===== config.mk =====
export PLATFORM = sky130hd
export DESIGN_NAME = tcw_front
export DESIGN_NICKNAME = d
export VERILOG_FILES = /design/src/rtl/core/tcw_pkg.sv /design/src/rtl/core/tcw_front.sv
export SDC_FILE = /design/constraint.sdc
export NUM_CORES = 1
export LEC_CHECK = 0
export BUFFER_PORTS_ARGS = -buffer_cell sky130_fd_sc_hd__buf_2
export CORE_ASPECT_RATIO = 1.25
export CORE_MARGIN = 8
export CORE_UTILIZATION = 51
export CTS_CLUSTER_SIZE = 8
export DETAILED_ROUTE_END_ITERATION = 8
export GPL_ROUTABILITY_DRIVEN = 0
export PLACE_DENSITY = 0.76
export SYNTH_ARGS = -nofsm -noshare
export SYNTH_HDL_FRONTEND = slang
export SYNTH_SLANG_ARGS = --single-unit
export TNS_END_PERCENT = 100

===== constraint.sdc =====
create_clock -name i_clk -period 1.9 [get_ports i_clk]
set_input_delay 0.19 -clock i_clk [delete_from_list [all_inputs] [get_ports i_clk]]
set_output_delay 0.19 -clock i_clk [all_outputs]
set_load 0.01 [all_outputs]

===== src/rtl/core/tcw_pkg.sv =====
package tcw_pkg;

    localparam int COLUMNS        = 80;
    localparam int ROWS           = 25;
    localparam int TERMINALS      = 3;
    localparam int CELLS_PER_TERM = ROWS * COLUMNS;
    localparam int CELLS          = TERMINALS * CELLS_PER_TERM;
    localparam int SCROLL_CELLS   = (ROWS - 1) * COLUMNS;

    localparam int AW   = $clog2(CELLS);
    localparam int TW   = (TERMINALS > 1) ? $clog2(TERMINALS) : 1;
    localparam int SCW  = $clog2(SCROLL_CELLS);
    localparam int XW   = 7;
    localparam int YW   = 5;
    localparam int IW   = 11;
    localparam int CHW  = 8;
    localparam int ATW  = 4;
    localparam int TIW  = 2;
    localparam int CW   = CHW + ATW;
    localparam int QDEPTH = 2;
    localparam int QPW  = 1;

    localparam logic [ATW-1:0] GREY      = 4'h7;
    localparam logic [CHW-1:0] CH_SPACE  = 8'h20;
    localparam logic [CHW-1:0] CH_NUL    = 8'h00;
    localparam logic [CHW-1:0] CH_LF     = 8'd10;
    localparam logic [CHW-1:0] CH_CR     = 8'd13;
    localparam logic [CW-1:0]  BLANK_CELL = {GREY, CH_SPACE};

    typedef enum logic [1:0] {
        MODE_PUT  = 2'd0,
        MODE_BS   = 2'd1,
        MODE_READ = 2'd2
    } t_mode;

    typedef struct packed {
        t_mode          mode;
        logic [TIW-1:0] term;
        logic [CHW-1:0] ch;
        logic [YW-1:0]  row;
        logic [XW-1:0]  col;
    } t_cmd;

    typedef enum logic [3:0] {
        ST_CLEAR,
        ST_IDLE,
        ST_EXEC,
        ST_SCR_RD,
        ST_SCR_WR,
        ST_BLANK,
        ST_RD_WAIT,
        ST_EMIT
    } t_bstate;

    function automatic logic [ATW-1:0] colour_of(input logic [TIW-1:0] t);
        logic [ATW-1:0] c;
        case (t)
            2'd0:    c = 4'hC;
            2'd1:    c = 4'h2;
            2'd2:    c = 4'h3;
            default: c = GREY;
        endcase
        return c;
    endfunction

endpackage


===== src/rtl/core/tcw_front.sv =====
module tcw_front
    import tcw_pkg::*;
(
    input  logic           i_clk,
    input  logic           i_rst_n,
    input  logic           i_accept,
    input  logic [1:0]     i_mode,
    input  logic [TIW-1:0] i_terminal,
    input  logic [CHW-1:0] i_character,
    input  logic [YW-1:0]  i_cell_row,
    input  logic [XW-1:0]  i_cell_col,
    input  logic           i_pop,
    output logic           o_full,
    output logic           o_valid,
    output t_cmd           o_cmd
);

    t_cmd             r_q [QDEPTH];
    logic [QPW-1:0]   r_wp, r_rp;
    logic [QPW:0]     r_cnt, n_cnt;
    logic             keep, push;
    logic             term_ok;

    assign term_ok = 32'(i_terminal) < TERMINALS;

    // drop transactions that give no result
    always_comb begin
        case (i_mode)
            MODE_PUT:  keep = term_ok && (i_character != CH_NUL);
            MODE_BS:   keep = 1'b1;
            MODE_READ: keep = term_ok;
            default:   keep = 1'b0;
        endcase
    end

    assign push    = i_accept && keep;
    assign o_full  = r_cnt == (QPW+1)'(QDEPTH);
    assign o_valid = r_cnt != '0;
    assign o_cmd   = r_q[r_rp];

    always_comb begin
        n_cnt = r_cnt;
        if (push && !i_pop) begin
            n_cnt = r_cnt + 1'b1;
        end else if (!push && i_pop) begin
            n_cnt = r_cnt - 1'b1;
        end
    end

    always_ff @(posedge i_clk) begin
        if (!i_rst_n) begin
            r_wp  <= '0;
            r_rp  <= '0;
            r_cnt <= '0;
        end else begin
            r_cnt <= n_cnt;
            if (push) begin
                r_wp <= r_wp + 1'b1;
            end
            if (i_pop) begin
                r_rp <= r_rp + 1'b1;
            end
        end
    end

    always_ff @(posedge i_clk) begin
        if (push) begin
            r_q[r_wp] <= '{mode: t_mode'(i_mode), term: i_terminal, ch: i_character,
                           row: i_cell_row, col: i_cell_col};
        end
    end

endmodule


Word-level counts from Yosys, hierarchy flattened
Memories as Yosys holds them, arrays and structs flattened. A register that Yosys moved wholly into a read port is not among the register bits.
Cells that the tools add are included.

operators by class
  add/sub/neg operators = 4
  multipliers = 0
  divide/modulo/power cells = 0
  magnitude comparators = 1
  eq/ne operators = 3
  shifts and indexed selects = 0
  muxes and demuxes = 7
  bitwise operators = 0
  reduce and logical (&&, ||, !) cells = 10

operators with widths
  kind                                                 number
  nonzero test 8 bit                                   1
  equality test 2 bit, second input constant           2
  logical AND 1 bit                                    4
  2-to-1 mux 1 bit                                     4
  2-to-1 mux 2 bit                                     2
  nonzero test 2 bit                                   2
  one-hot mux 1 bit (3 select lines)                   1
  adder 1 bit, second input constant                   2
  adder 2 x 1 -> 2 bit, second input constant          1
  equality test 2 x 1 -> 1 bit, second input constant  1
  zero test 1 bit                                      2
  zero test 2 bit                                      1
  less-than comparator 2 bit, second input constant    1
  subtractor 2 x 1 -> 2 bit, second input constant     1

word-level totals
  register bits after elaboration = 4
  latch bits = 0
  memory bits (writable) = 48
  bits in read-only memories = 0
  input bits = 28
  output and inout bits = 26
  word-level logic and storage cells = 29
  memories kept = 1

memories
  memory  depth  width  rd ports  clocked after memory_dff  write ports  RTL line         text
  r_q     2      24     1         1                         1            tcw_front.sv:18  t_cmd r_q [QDEPTH];

Longest topological paths before layout
Gate-level depths: netlist of run 1.

  depth after elaboration = 8
  gate-level depth with buffers = 7
  depth with buffers taken out = 7

Worst setup path after synthesis of run 1
Ideal clock, no wire load.

  kind = input port to flip-flop
  from = input i_mode[0]
  to = memory r_q[1][0] (netlist bit), enable pin
  library setup time = 386 ps
  arrival = 1,377 ps
  slack = 136 ps
  stages on the path = 3
  path buffers = 0
  path through = nand2b_1 -> a211oi_1 -> o31a_1

on the way
  longest elaborated chain between the ends = 5
  elaborated cells between the ends (all ways) = 7
  classes of those cells = eq/ne (2); mux (3); reduce/logical (2)

RTL lines
  what                                         RTL line         text
  from (decl)                                  tcw_front.sv:7   input logic [1:0] i_mode,
  equality test 2 bit (tied with other cells)  tcw_front.sv:28  case (i_mode)
  one-hot mux 1 bit (3 select lines) *         tcw_front.sv:28
  logical AND 1 bit *                          tcw_front.sv:36  assign push = i_accept && keep;
  2-to-1 mux 1 bit *                           tcw_front.sv:67  if (push) begin
  2-to-1 mux 1 bit (not written as such) *     tcw_front.sv:68  r_q[r_wp] <= '{mode: t_mode'(i_mode), term: i_terminal, ch: i_character,
  to (decl)                                    tcw_front.sv:18

Mark *: on every way between the ends. The rest lies on a longest branch, timed or not.

Final worst setup path of run 1
  from = input i_character[3]
  to = register r_cnt[1]

on the way
  longest elaborated chain between the ends = 7
  elaborated cells between the ends (all ways) = 9
  classes of those cells = mux (2); reduce/logical (7)

RTL lines
  what                                  RTL line         text
  from (decl)                           tcw_front.sv:9   input logic [CHW-1:0] i_character,
  nonzero test 8 bit *                  tcw_front.sv:29  MODE_PUT: keep = term_ok && (i_character != CH_NUL);
  logical AND 1 bit *                   tcw_front.sv:29
  one-hot mux 1 bit (3 select lines) *  tcw_front.sv:28
  logical AND 1 bit *                   tcw_front.sv:36
  zero test 1 bit                       tcw_front.sv:45  end else if (!push && i_pop) begin
  logical AND 1 bit                     tcw_front.sv:45
  nonzero test 2 bit (no line)          -
  to (signal assigned)                  tcw_front.sv:56  r_cnt <= n_cnt;
  to (decl)                             tcw_front.sv:20  logic [QPW:0] r_cnt, n_cnt;

Marks and branches as above.
A chain may end at the register's enable or synchronous reset.

==> results.yml, run 1 <==
status:
  status: "complete, no violations"
critical_path:
  cp-start-kind: "input pin"
  setup.worst_path.class: "input pin to flop"
  crit_path_end_kind: "flop"
  worstPathArrival_ns: 2.04
  critPathMaxFanout: 3
  required_ns: 2.13
power:
  power_mw: 2.46
  p_per_area_mw_per_mm2: 991
  p_sw_mw: 0.537
  p_int_mw: 1.92
  p_seq_share_pct: 56.8
  ir_drop_uv: 636
  swShare_pct: 21.8
  p_comb_share_pct: 14.5
  leakagePower_nw: 0.954
  p_clk_share_pct: 28.7
synthesis:
  synth_cells: 108
  syn_nets: 137
  postSynthAreaPerCell_um2: 18.6
  seq_area_frac_synth_pct: 76.7
  ys_types: 25
  syn-cell-area_mm2: 0.00201
  ys_warn_count: 0
  ys_ff_latch: 53
clock_network:
  clkSlewWorstSetupHoldPaths_ns: 0.08
  clock_sinks: 53
  h-tree-depth: 2
  cts_buffers: 5
  clk_latency_ns: 0.29
  cts_setup_buffers: 0
  cts_tree: "done"
  cts_resized: 0
  root_buffer: "clkbuf_8"
  clockBufferDepth: 2
  ctsHoldBuffers: 0
drt:
  drtIter0Drc: 90
  detail-route-antenna-nets: 0
  viasPerCell: 5.09
  drc: 0
  vias: 1145
  routedWlPerCell_um: 16.8
  drt_wl_total_um: 3770
  drt_pre_antenna_iters: 4
cells_and_area:
  drive_above_1_share_pct: 55.0
  finalNetCount: 200
  num_antenna_cells: 0
  final.fill_count: 293
  regArea_mm2: 0.00154
  areaGrowthSynthToFinish_pct: 23.3
  post-route-util_pct: 65.5
  multi_input_area_um2: 448
global_routing:
  overflow: 0
  grt_use_total_pct: 12.5
  grt_max_degree: 25
  grt_pass1_wl_um: 5780
  antenna_found_initial: 0
  grt_pass1_vias: 1250
sta:
  skew_ns: 0.00197
  timing.fmax_ghz: 0.551
  fin_crit_sh_pct: 95.4
  worst_pin_slew_ns: 0.709
  fin_ws_ns: 0.0865
  rsz0062_at_grt: "no"
  finalSetupViolations: 0
  fin_crit_ns: 1.81
  slew_viol_final: 0
  slew_headroom_pct: 52.6
  finalHoldViolCount: 0
flow_run:
  maxCapViolCount: 0
floorplanning:
  dieArea_mm2: 0.00622
  core_mm2: 0.00378
  start_util_pct: 53.1
  die-height_um: 86.2
  pin_count: 54
  die_w_um: 72.2
  rows: 25
placed_design:
  port_buffers: 53
  hpwl_um: 2770
  pre_cts_ws_ns: -0.184
hold_path:
  hold_class: "input pin to flop"
## cell type report
| cell class | instances | share of cell area, % |
|---|---|---|
| clock inverter | 2 | 1.41 |
| clock buffer | 5 | 2.78 |
| sequential | 53 | 62.2 |
| tap | 54 | 2.73 |
| inverter | 2 | 0.303 |
| timing repair buffer | 59 | 12.5 |
| multi-input combinational | 50 | 18.1 |
## layer usage
layer	global-route usage, %	share of wire, %
met1	11.7	36
met2	22.8	55
met3	3.81	6.0
met4	7.82	3.1
met5	0	0
## worst max-delay path: stages
cell and delay, ns:
buf_2 0.12, nor4_2 0.35, a211oi_1 0.15, or3_1 0.41, ha_1 0.21, xor2_1 0.15
or3_1 0.31, a21oi_1 0.15
## final timing paths
check                                              to             startpoint  slack (ns)  cells after the start
worst max-delay path            r_cnt[1]$_SDFFE_PN0P_         i_character[3]        0.09                      8
worst min-delay path              r_q[0][3]$_DFFE_PP_          i_cell_col[3]        0.08                      1
worst max register to register   r_q[0][16]$_DFFE_PP_      r_wp$_SDFFE_PN0N_        0.58                      1
worst min register to register  r_cnt[1]$_SDFFE_PN0P_  r_cnt[1]$_SDFFE_PN0P_        0.53                      2
## synth_stat cells (all sizes together)
| cell | count | area, um^2 |
|---|---|---|
| edfxtp | 48 | 1440 |
| mux2 | 24 | 270 |
| dfxtp | 5 | 100 |
| nor2 | 5 | 18.8 |
| nor3 | 3 | 20.0 |
| buf | 2 | 10.0 |
| inv | 2 | 7.51 |
| nor2b | 2 | 20.0 |
| nor4 | 2 | 18.8 |
| or3 | 2 | 12.5 |
| xor2 | 2 | 17.5 |
| a211oi | 1 | 7.51 |
| a21oi | 1 | 5.00 |
| and2 | 1 | 6.26 |
| clkbuf | 1 | 3.75 |
| ha | 1 | 12.5 |
| nand2 | 1 | 3.75 |
| nand2b | 1 | 6.26 |
| o21ai | 1 | 5.00 |
| o31a | 1 | 8.76 |
| or2 | 1 | 6.26 |
| xnor2 | 1 | 8.76 |
## power groups by stage
stage	registers (mW)	clock network (mW)	logic, mW
final	1.40	0.706	0.355
after detailed placement	1.42	0	0.361
after floorplan	1.41	0	0.209
after CTS	1.40	0.724	0.363
after global placement	1.42	0	0.348
after global routing	1.40	0.764	0.390
## cell families after synthesis
logic type,after synthesis,synth area share [%]
XOR/XNOR,3,1.31
buffers and inverters,5,1.06
multiplexers,24,13.4
AND/OR/NAND/NOR,18,5.60
AO/OA/AOI/OAI,4,1.31
adder cells (fa/ha/maj),1,0.622
flip-flops,53,76.7
## metrics by stage
step | hold WS [ns] | std cells | area [um^2] | TNS (ns)
6_report | 0.0798 | 225 | 2480 | 0
5_1_grt | 0.0654 | 225 | 2480 | 0
4_1_cts | 0.0677 | 225 | 2480 | 0
3_5_place_dp | 0.382 | 218 | 2370 | -2.79
3_3_place_gp | 0.379 | 218 | 2370 | -0.0705
2_1_floorplan | 0.289 | 108 | 2010 | 0
## flip-flops by register name, summed over array words and instances (netlist names), named ones only
name	count
r_cnt	2
r_q	48
r_rp	1
r_wp	1
## layout by cell type (no fill, tap or decap), drive strengths merged
cell type and instances:
a211oi 1, a21oi 1, and2 1, buf 59
bufinv 1, clkbuf 5, clkinv 1, dfxtp 5
edfxtp 48, ha 1, inv 2, mux2 24
nand2 1, nand2b 1, nor2 5, nor2b 2
nor3 3, nor4 2, o21ai 1, o31a 1
or2 1, or3 2, xnor2 1, xor2 2
No activity file was read; power rests on OpenSTA's default activity.
==> inputs of run 2 (changes only) <==
--- a/config.mk
+++ b/config.mk
@@ -5,14 +5,16 @@
 export SDC_FILE = /design/constraint.sdc
 export NUM_CORES = 1
 export LEC_CHECK = 0
+export ABC_AREA = 1
 export BUFFER_PORTS_ARGS = -buffer_cell sky130_fd_sc_hd__buf_2
 export CORE_ASPECT_RATIO = 1.25
 export CORE_MARGIN = 8
-export CORE_UTILIZATION = 51
+export CORE_UTILIZATION = 52
 export CTS_CLUSTER_SIZE = 8
 export DETAILED_ROUTE_END_ITERATION = 8
 export GPL_ROUTABILITY_DRIVEN = 0
-export PLACE_DENSITY = 0.76
+export GPL_TIMING_DRIVEN = 1
+export PLACE_DENSITY = 0.77
 export SYNTH_ARGS = -nofsm -noshare
 export SYNTH_HDL_FRONTEND = slang
 export SYNTH_SLANG_ARGS = --single-unit
==> results.yml, run 2 <==
drt:
  detail-route-antenna-nets: 0
  drt_wl_total_um: 3640
  drt_pre_antenna_iters: 4
  vias: 1121
  viasPerCell: 4.75
  drtIter0Drc: 66
  routedWlPerCell_um: 15.4
  drc: 0
cells_and_area:
  final_common_cell: "buf_2"
  drive_above_1_share_pct: 50.6
  final.fill_count: 304
  regMostFlops: "r_q"
  finalNetCount: 208
  top_regs: "r_q x48, r_cnt x2"
  final_area_mm2: 0.00255
  final_cell_mix: "buf_2, edfxtp_1, mux2_4"
  areaGrowthSynthToFinish_pct: 21.4
  num_antenna_cells: 0
  largest_register_ff_count: 48
global_routing:
  grt_use_total_pct: 12.5
  grt_max_degree: 25
  overflow: 0
  antenna_found_initial: 0
  grt_pass1_vias: 1255
  grt_pass1_wl_um: 5890
critical_path:
  cp-start-kind: "flop"
  required_ns: 1.71
  setup.worst_path.class: "flop to output port"
  crit_path_end_kind: "output port"
  worstPathArrival_ns: 1.38
  rrSetupSlack_ns: 0.82
  critPathMaxFanout: 15
power:
  p_seq_share_pct: 59.6
  p_clk_share_pct: 27.4
  ir_drop_uv: 618
  swShare_pct: 21.6
  p_comb_share_pct: 13.0
  leakagePower_nw: 1.05
  p_per_area_mw_per_mm2: 890
  p_int_mw: 1.78
  p_sw_mw: 0.490
synthesis:
  syn_nets: 147
  ys_ff_latch: 53
  ys_warn_count: 0
  ys_types: 16
  postSynthAreaPerCell_um2: 17.8
  synth_top_area_cell: "edfxtp_1"
  async_flop_share_pct: 0
  synth_common_cells: "edfxtp_1, mux2_4, nor2_1"
  seq_area_frac_synth_pct: 73.3
  synth_top_area_share_pct: 68.6
  synth_most_common_cell: "edfxtp_1"
  syn-cell-area_mm2: 0.00210
  synth_cells: 118
  synth-edff-count: 48
  synthTopCellsByArea: "edfxtp_1, mux2_4, dfxtp_1"
  ys.flop_type: "edfxtp_1"
sta:
  rsz0062_at_grt: "no"
  finalSetupViolations: 0
  finalHoldViolCount: 0
  worst_pin_slew_ns: 0.425
  skew_ns: 0.00378
  finalSetupTns_ns: 0
  fin_crit_sh_pct: 82.6
  timing.fmax_ghz: 0.637
  slew_viol_final: 0
  slew_headroom_pct: 71.4
  fin_crit_ns: 1.57
floorplanning:
  rows: 26
  dieArea_mm2: 0.00635
  core_mm2: 0.00400
  die-height_um: 87.1
  start_util_pct: 52.5
  pin_count: 54
  die_w_um: 72.9
clock_network:
  root_buffer: "clkbuf_8"
  cts_tree: "done"
  cts_buffers: 5
  clockBufferDepth: 2
  h-tree-depth: 2
  clk_latency_ns: 0.29
  cts_resized: 0
  clkSlewWorstSetupHoldPaths_ns: 0.09
  cts_setup_buffers: 0
  ctsHoldBuffers: 0
  clock_sinks: 53
hold_path:
  hold_class: "input pin to flop"
flow_run:
  maxCapViolCount: 0
status:
  status: "complete, no violations"
placed_design:
  hpwl_um: 2730
  port_buffers: 53
  place_area_mm2: 0.00246
-- run 2: through the flow --
step | worst slack [ns] | hold WS [ns] | power [mW] | std cells | util (%)
2_1_floorplan | 0.231 | 0.289 | 1.56 | 118 | -
3_3_place_gp | 0.231 | 0.379 | 1.66 | 228 | 61.5
3_5_place_dp | 0.0762 | 0.382 | 1.68 | 228 | 61.5
4_1_cts | 0.300 | 0.0657 | 2.31 | 236 | 63.8
5_1_grt | 0.176 | 0.0512 | 2.38 | 236 | 63.8
6_report | 0.330 | 0.0784 | 2.27 | 236 | 63.8
-- run 2: layer usage --
| metal | routed length (um) | GRT usage, % | part of all wire (%) | up-vias |
|---|---|---|---|---|
| met5 | 0 | 0 | 0 | - |
| met4 | 45 | 4.93 | 1.2 | 0 |
| met3 | 215 | 4.95 | 5.9 | 6 |
| met2 | 2020 | 22.8 | 56 | 35 |
| met1 | 1360 | 12.2 | 37 | 529 |
| li1 | - | - | - | 551 |
-- run 2: power groups by stage --
stage,Clock (mW),Combinational [mW],Sequential (mW)
2_1_floorplan,0,0.182,1.38
3_3_place_gp,0,0.287,1.38
3_5_place_dp,0,0.301,1.38
4_1_cts,0.649,0.301,1.36
5_1_grt,0.698,0.323,1.36
6_report,0.623,0.295,1.35
-- run 2: cell type report --
class                   count  area, um^2  area share (%)
flip-flops and latches     53        1540            60.4
well taps                  56        70.1            2.75
multi-input cells          54         499            19.6
inverters                   8        30.0            1.18
clock buffers               8        90.1            3.53
repair buffers             57         320            12.6
-- run 2: path summary, 6_finish.rpt --
path	from	endpoint	cells past startpoint
max reg2reg	r_wp$_SDFFE_PN0N_	r_q[1][9]$_DFFE_PP_	3
min	i_cell_col[5]	r_q[0][5]$_DFFE_PP_	1
min reg2reg	r_rp$_SDFFE_PN0P_	r_rp$_SDFFE_PN0P_	2
max	flop	o_cmd[4]	3
-- run 2: cells by family (layout without fill, tap and decap cells) --
kind of cell / after synthesis / in the layout / synth area share [%]
compound gates: 9 / 9 / 2.56
fa+ha+maj: 1 / 1 / 0.595
buf+inv: 11 / 73 / 3.04
flops: 53 / 53 / 73.3
mux: 24 / 24 / 16.4
simple gates: 20 / 20 / 4.05
-- run 2: worst max-delay path, cell delays in order (launching register included) --
cell,delay (ns)
dfxtp_1,0.33
buf_4,0.28
mux2_4,0.33
buf_2,0.14
==> inputs of run 3 (changes only) <==
--- a/config.mk
+++ b/config.mk
@@ -5,16 +5,16 @@
 export SDC_FILE = /design/constraint.sdc
 export NUM_CORES = 1
 export LEC_CHECK = 0
-export ABC_AREA = 1
+export ABC_AREA = 0
 export BUFFER_PORTS_ARGS = -buffer_cell sky130_fd_sc_hd__buf_2
 export CORE_ASPECT_RATIO = 1.25
 export CORE_MARGIN = 8
-export CORE_UTILIZATION = 52
+export CORE_UTILIZATION = 51
 export CTS_CLUSTER_SIZE = 8
 export DETAILED_ROUTE_END_ITERATION = 8
 export GPL_ROUTABILITY_DRIVEN = 0
 export GPL_TIMING_DRIVEN = 1
-export PLACE_DENSITY = 0.77
+export PLACE_DENSITY = 0.76
 export SYNTH_ARGS = -nofsm -noshare
 export SYNTH_HDL_FRONTEND = slang
 export SYNTH_SLANG_ARGS = --single-unit
==> constraint.sdc (replaced) <==
create_clock -name i_clk -period 1.5 [get_ports i_clk]
set_input_delay 0.15 -clock i_clk [delete_from_list [all_inputs] [get_ports i_clk]]
set_output_delay 0.15 -clock i_clk [all_outputs]
set_load 0.01 [all_outputs]
==> results.yml, run 3 (synthesis results as in run 1) <==
floorplanning:
  dieArea_mm2: 0.00622
  rows: 25
  die-height_um: 86.2
  die_w_um: 72.2
  core_mm2: 0.00378
  pin_count: 54
  start_util_pct: 53.1
global_routing:
  antenna_found_initial: 0
  overflow: 0
  top_usage_layer: "met2"
  met2_usage_pct: 23.6
  grt_pass1_vias: 1277
  grt_max_degree: 26
  grt_use_met3_pct: 4.39
  use_met1_pct: 12.8
  grt_use_total_pct: 12.7
  grt_pass1_wl_um: 5950
drt:
  routedWlPerCell_um: 18.2
  vias: 1197
  detail-route-antenna-nets: 0
  viasPerCell: 5.09
  drt_wl_total_um: 4280
  drtIter0Drc: 61
  drc: 0
  drt_pre_antenna_iters: 4
sta:
  finalHoldViolCount: 0
  fin_ws_ns: -0.0338
  slew_viol_final: 0
  slew_headroom_pct: 52.9
  finalSetupTns_ns: -0.0338
  skew_ns: 0.00367
  fin_crit_sh_pct: 102
  worst_pin_slew_ns: 0.706
  finalSetupViolations: 1
  whs_ns: 0.0268
  rsz0062_at_grt: "yes"
  timing.fmax_ghz: 0.652
  fin_crit_ns: 1.53
critical_path:
  crit_path_end_kind: "flop"
  slowest_stage: "or3_4"
  worstPathArrival_ns: 1.77
  path_cells: "buf_2 > nor4_4 > a211oi_2 > or3_4 > ha_4 > xor2_1 > or3_1 > a21oi_2"
  setup.worst_path.class: "input pin to flop"
  r2r_cells: 1
  cpPeakStageDelay_ns: 0.36
  required_ns: 1.74
  critPathMaxFanout: 2
  cp-start-kind: "input pin"
  rrSetupSlack_ns: 0.19
clock_network:
  clockBufferDepth: 2
  cts_buffers: 5
  h-tree-depth: 2
  root_buffer: "clkbuf_8"
  clkSlewWorstSetupHoldPaths_ns: 0.08
  clk_latency_ns: 0.29
  ctsHoldBuffers: 0
  cts_tree: "done"
  clock_sinks: 53
cells_and_area:
  final_common_cell: "edfxtp_1"
  final_cell_mix: "edfxtp_1, buf_2, buf_6"
  largest_register_ff_count: 48
  finalNetCount: 210
  finalNonFillerCells: 235
  post-route-util_pct: 74.7
  num_antenna_cells: 0
  final_area_mm2: 0.00283
  top_regs: "r_q x48, r_cnt x2"
  regMostFlops: "r_q"
  areaGrowthSynthToFinish_pct: 40.6
  drive_above_1_share_pct: 61.9
placed_design:
  port_buffers: 53
  hpwl_um: 2810
  pre_cts_ws_ns: -0.429
  dp_cells: 225
  place_area_mm2: 0.00250
power:
  power_mw: 3.14
  leakagePower_nw: 1.12
  ir_drop_uv: 628
  p_per_area_mw_per_mm2: 1110
hold_path:
  hold_class: "input pin to flop"
  worstHoldPathCells: 1
status:
  violations: "setup timing"
  status: "complete, but fails checks"
flow_run:
  maxCapViolCount: 0
==> run 3: cell count changes in the layout (fill, tap and decap cells not counted), sizes merged, moves of 3 or more <==
cell	before	now
nand2	8	1
nor2	10	5
nor3	0	3
inv	8	2
buf	57	68
a21oi	4	1
==> run 3: final timing paths <==
kind | from | endpoint
setup / recovery | i_character[2] | r_cnt[1]$_SDFFE_PN0P_
hold reg to reg | r_rp$_SDFFE_PN0P_ | r_rp$_SDFFE_PN0P_
hold / removal | i_terminal[1] | r_q[1][21]$_DFFE_PP_
setup reg to reg | r_wp$_SDFFE_PN0N_ | r_q[0][19]$_DFFE_PP_
==> run 3: final cells by class <==
class | instances | area [um^2]
Clock buffer | 6 | 72.6
Inverter | 2 | 7.51
Fill cell | 238 | 958
Tap cell | 54 | 67.6
Sequential cell | 53 | 1550
Multi-Input combinational cell | 50 | 567
Timing Repair Buffer | 69 | 563
Clock inverter | 1 | 3.75
==> run 3: worst max-delay path: cells and delay by family <==
family                   cells  cell delay [ns]
AO/OA/AOI/OAI                2             0.22
AND/OR/NAND/NOR              3             0.97
adder cells (fa/ha/maj)      1             0.17
XOR/XNOR                     1             0.14
buffers and inverters        1             0.12
==> run 3: layer usage <==
metal	wire length, um	share of wire [%]
met3	153	3.6
met1	1640	38
met4	37	0.86
met2	2450	57
met5	0	0
==> run 3: timing repair <==
action	CTS	global route
pin swaps	4	0
setup buffers	1	0
cloned	0	2
endpoints found under the setup margin	34	49
hold endpoints to repair	0	0
gates resized for setup	5	38
==> run 3: power by group <==
group | switching (mW) | internal (mW) | leakage [nW] | total, mW
combinational | 0.278 | 0.364 | 0.590 | 0.643
sequential | 0.0456 | 1.73 | 0.489 | 1.78
clock | 0.401 | 0.315 | 0.0387 | 0.716
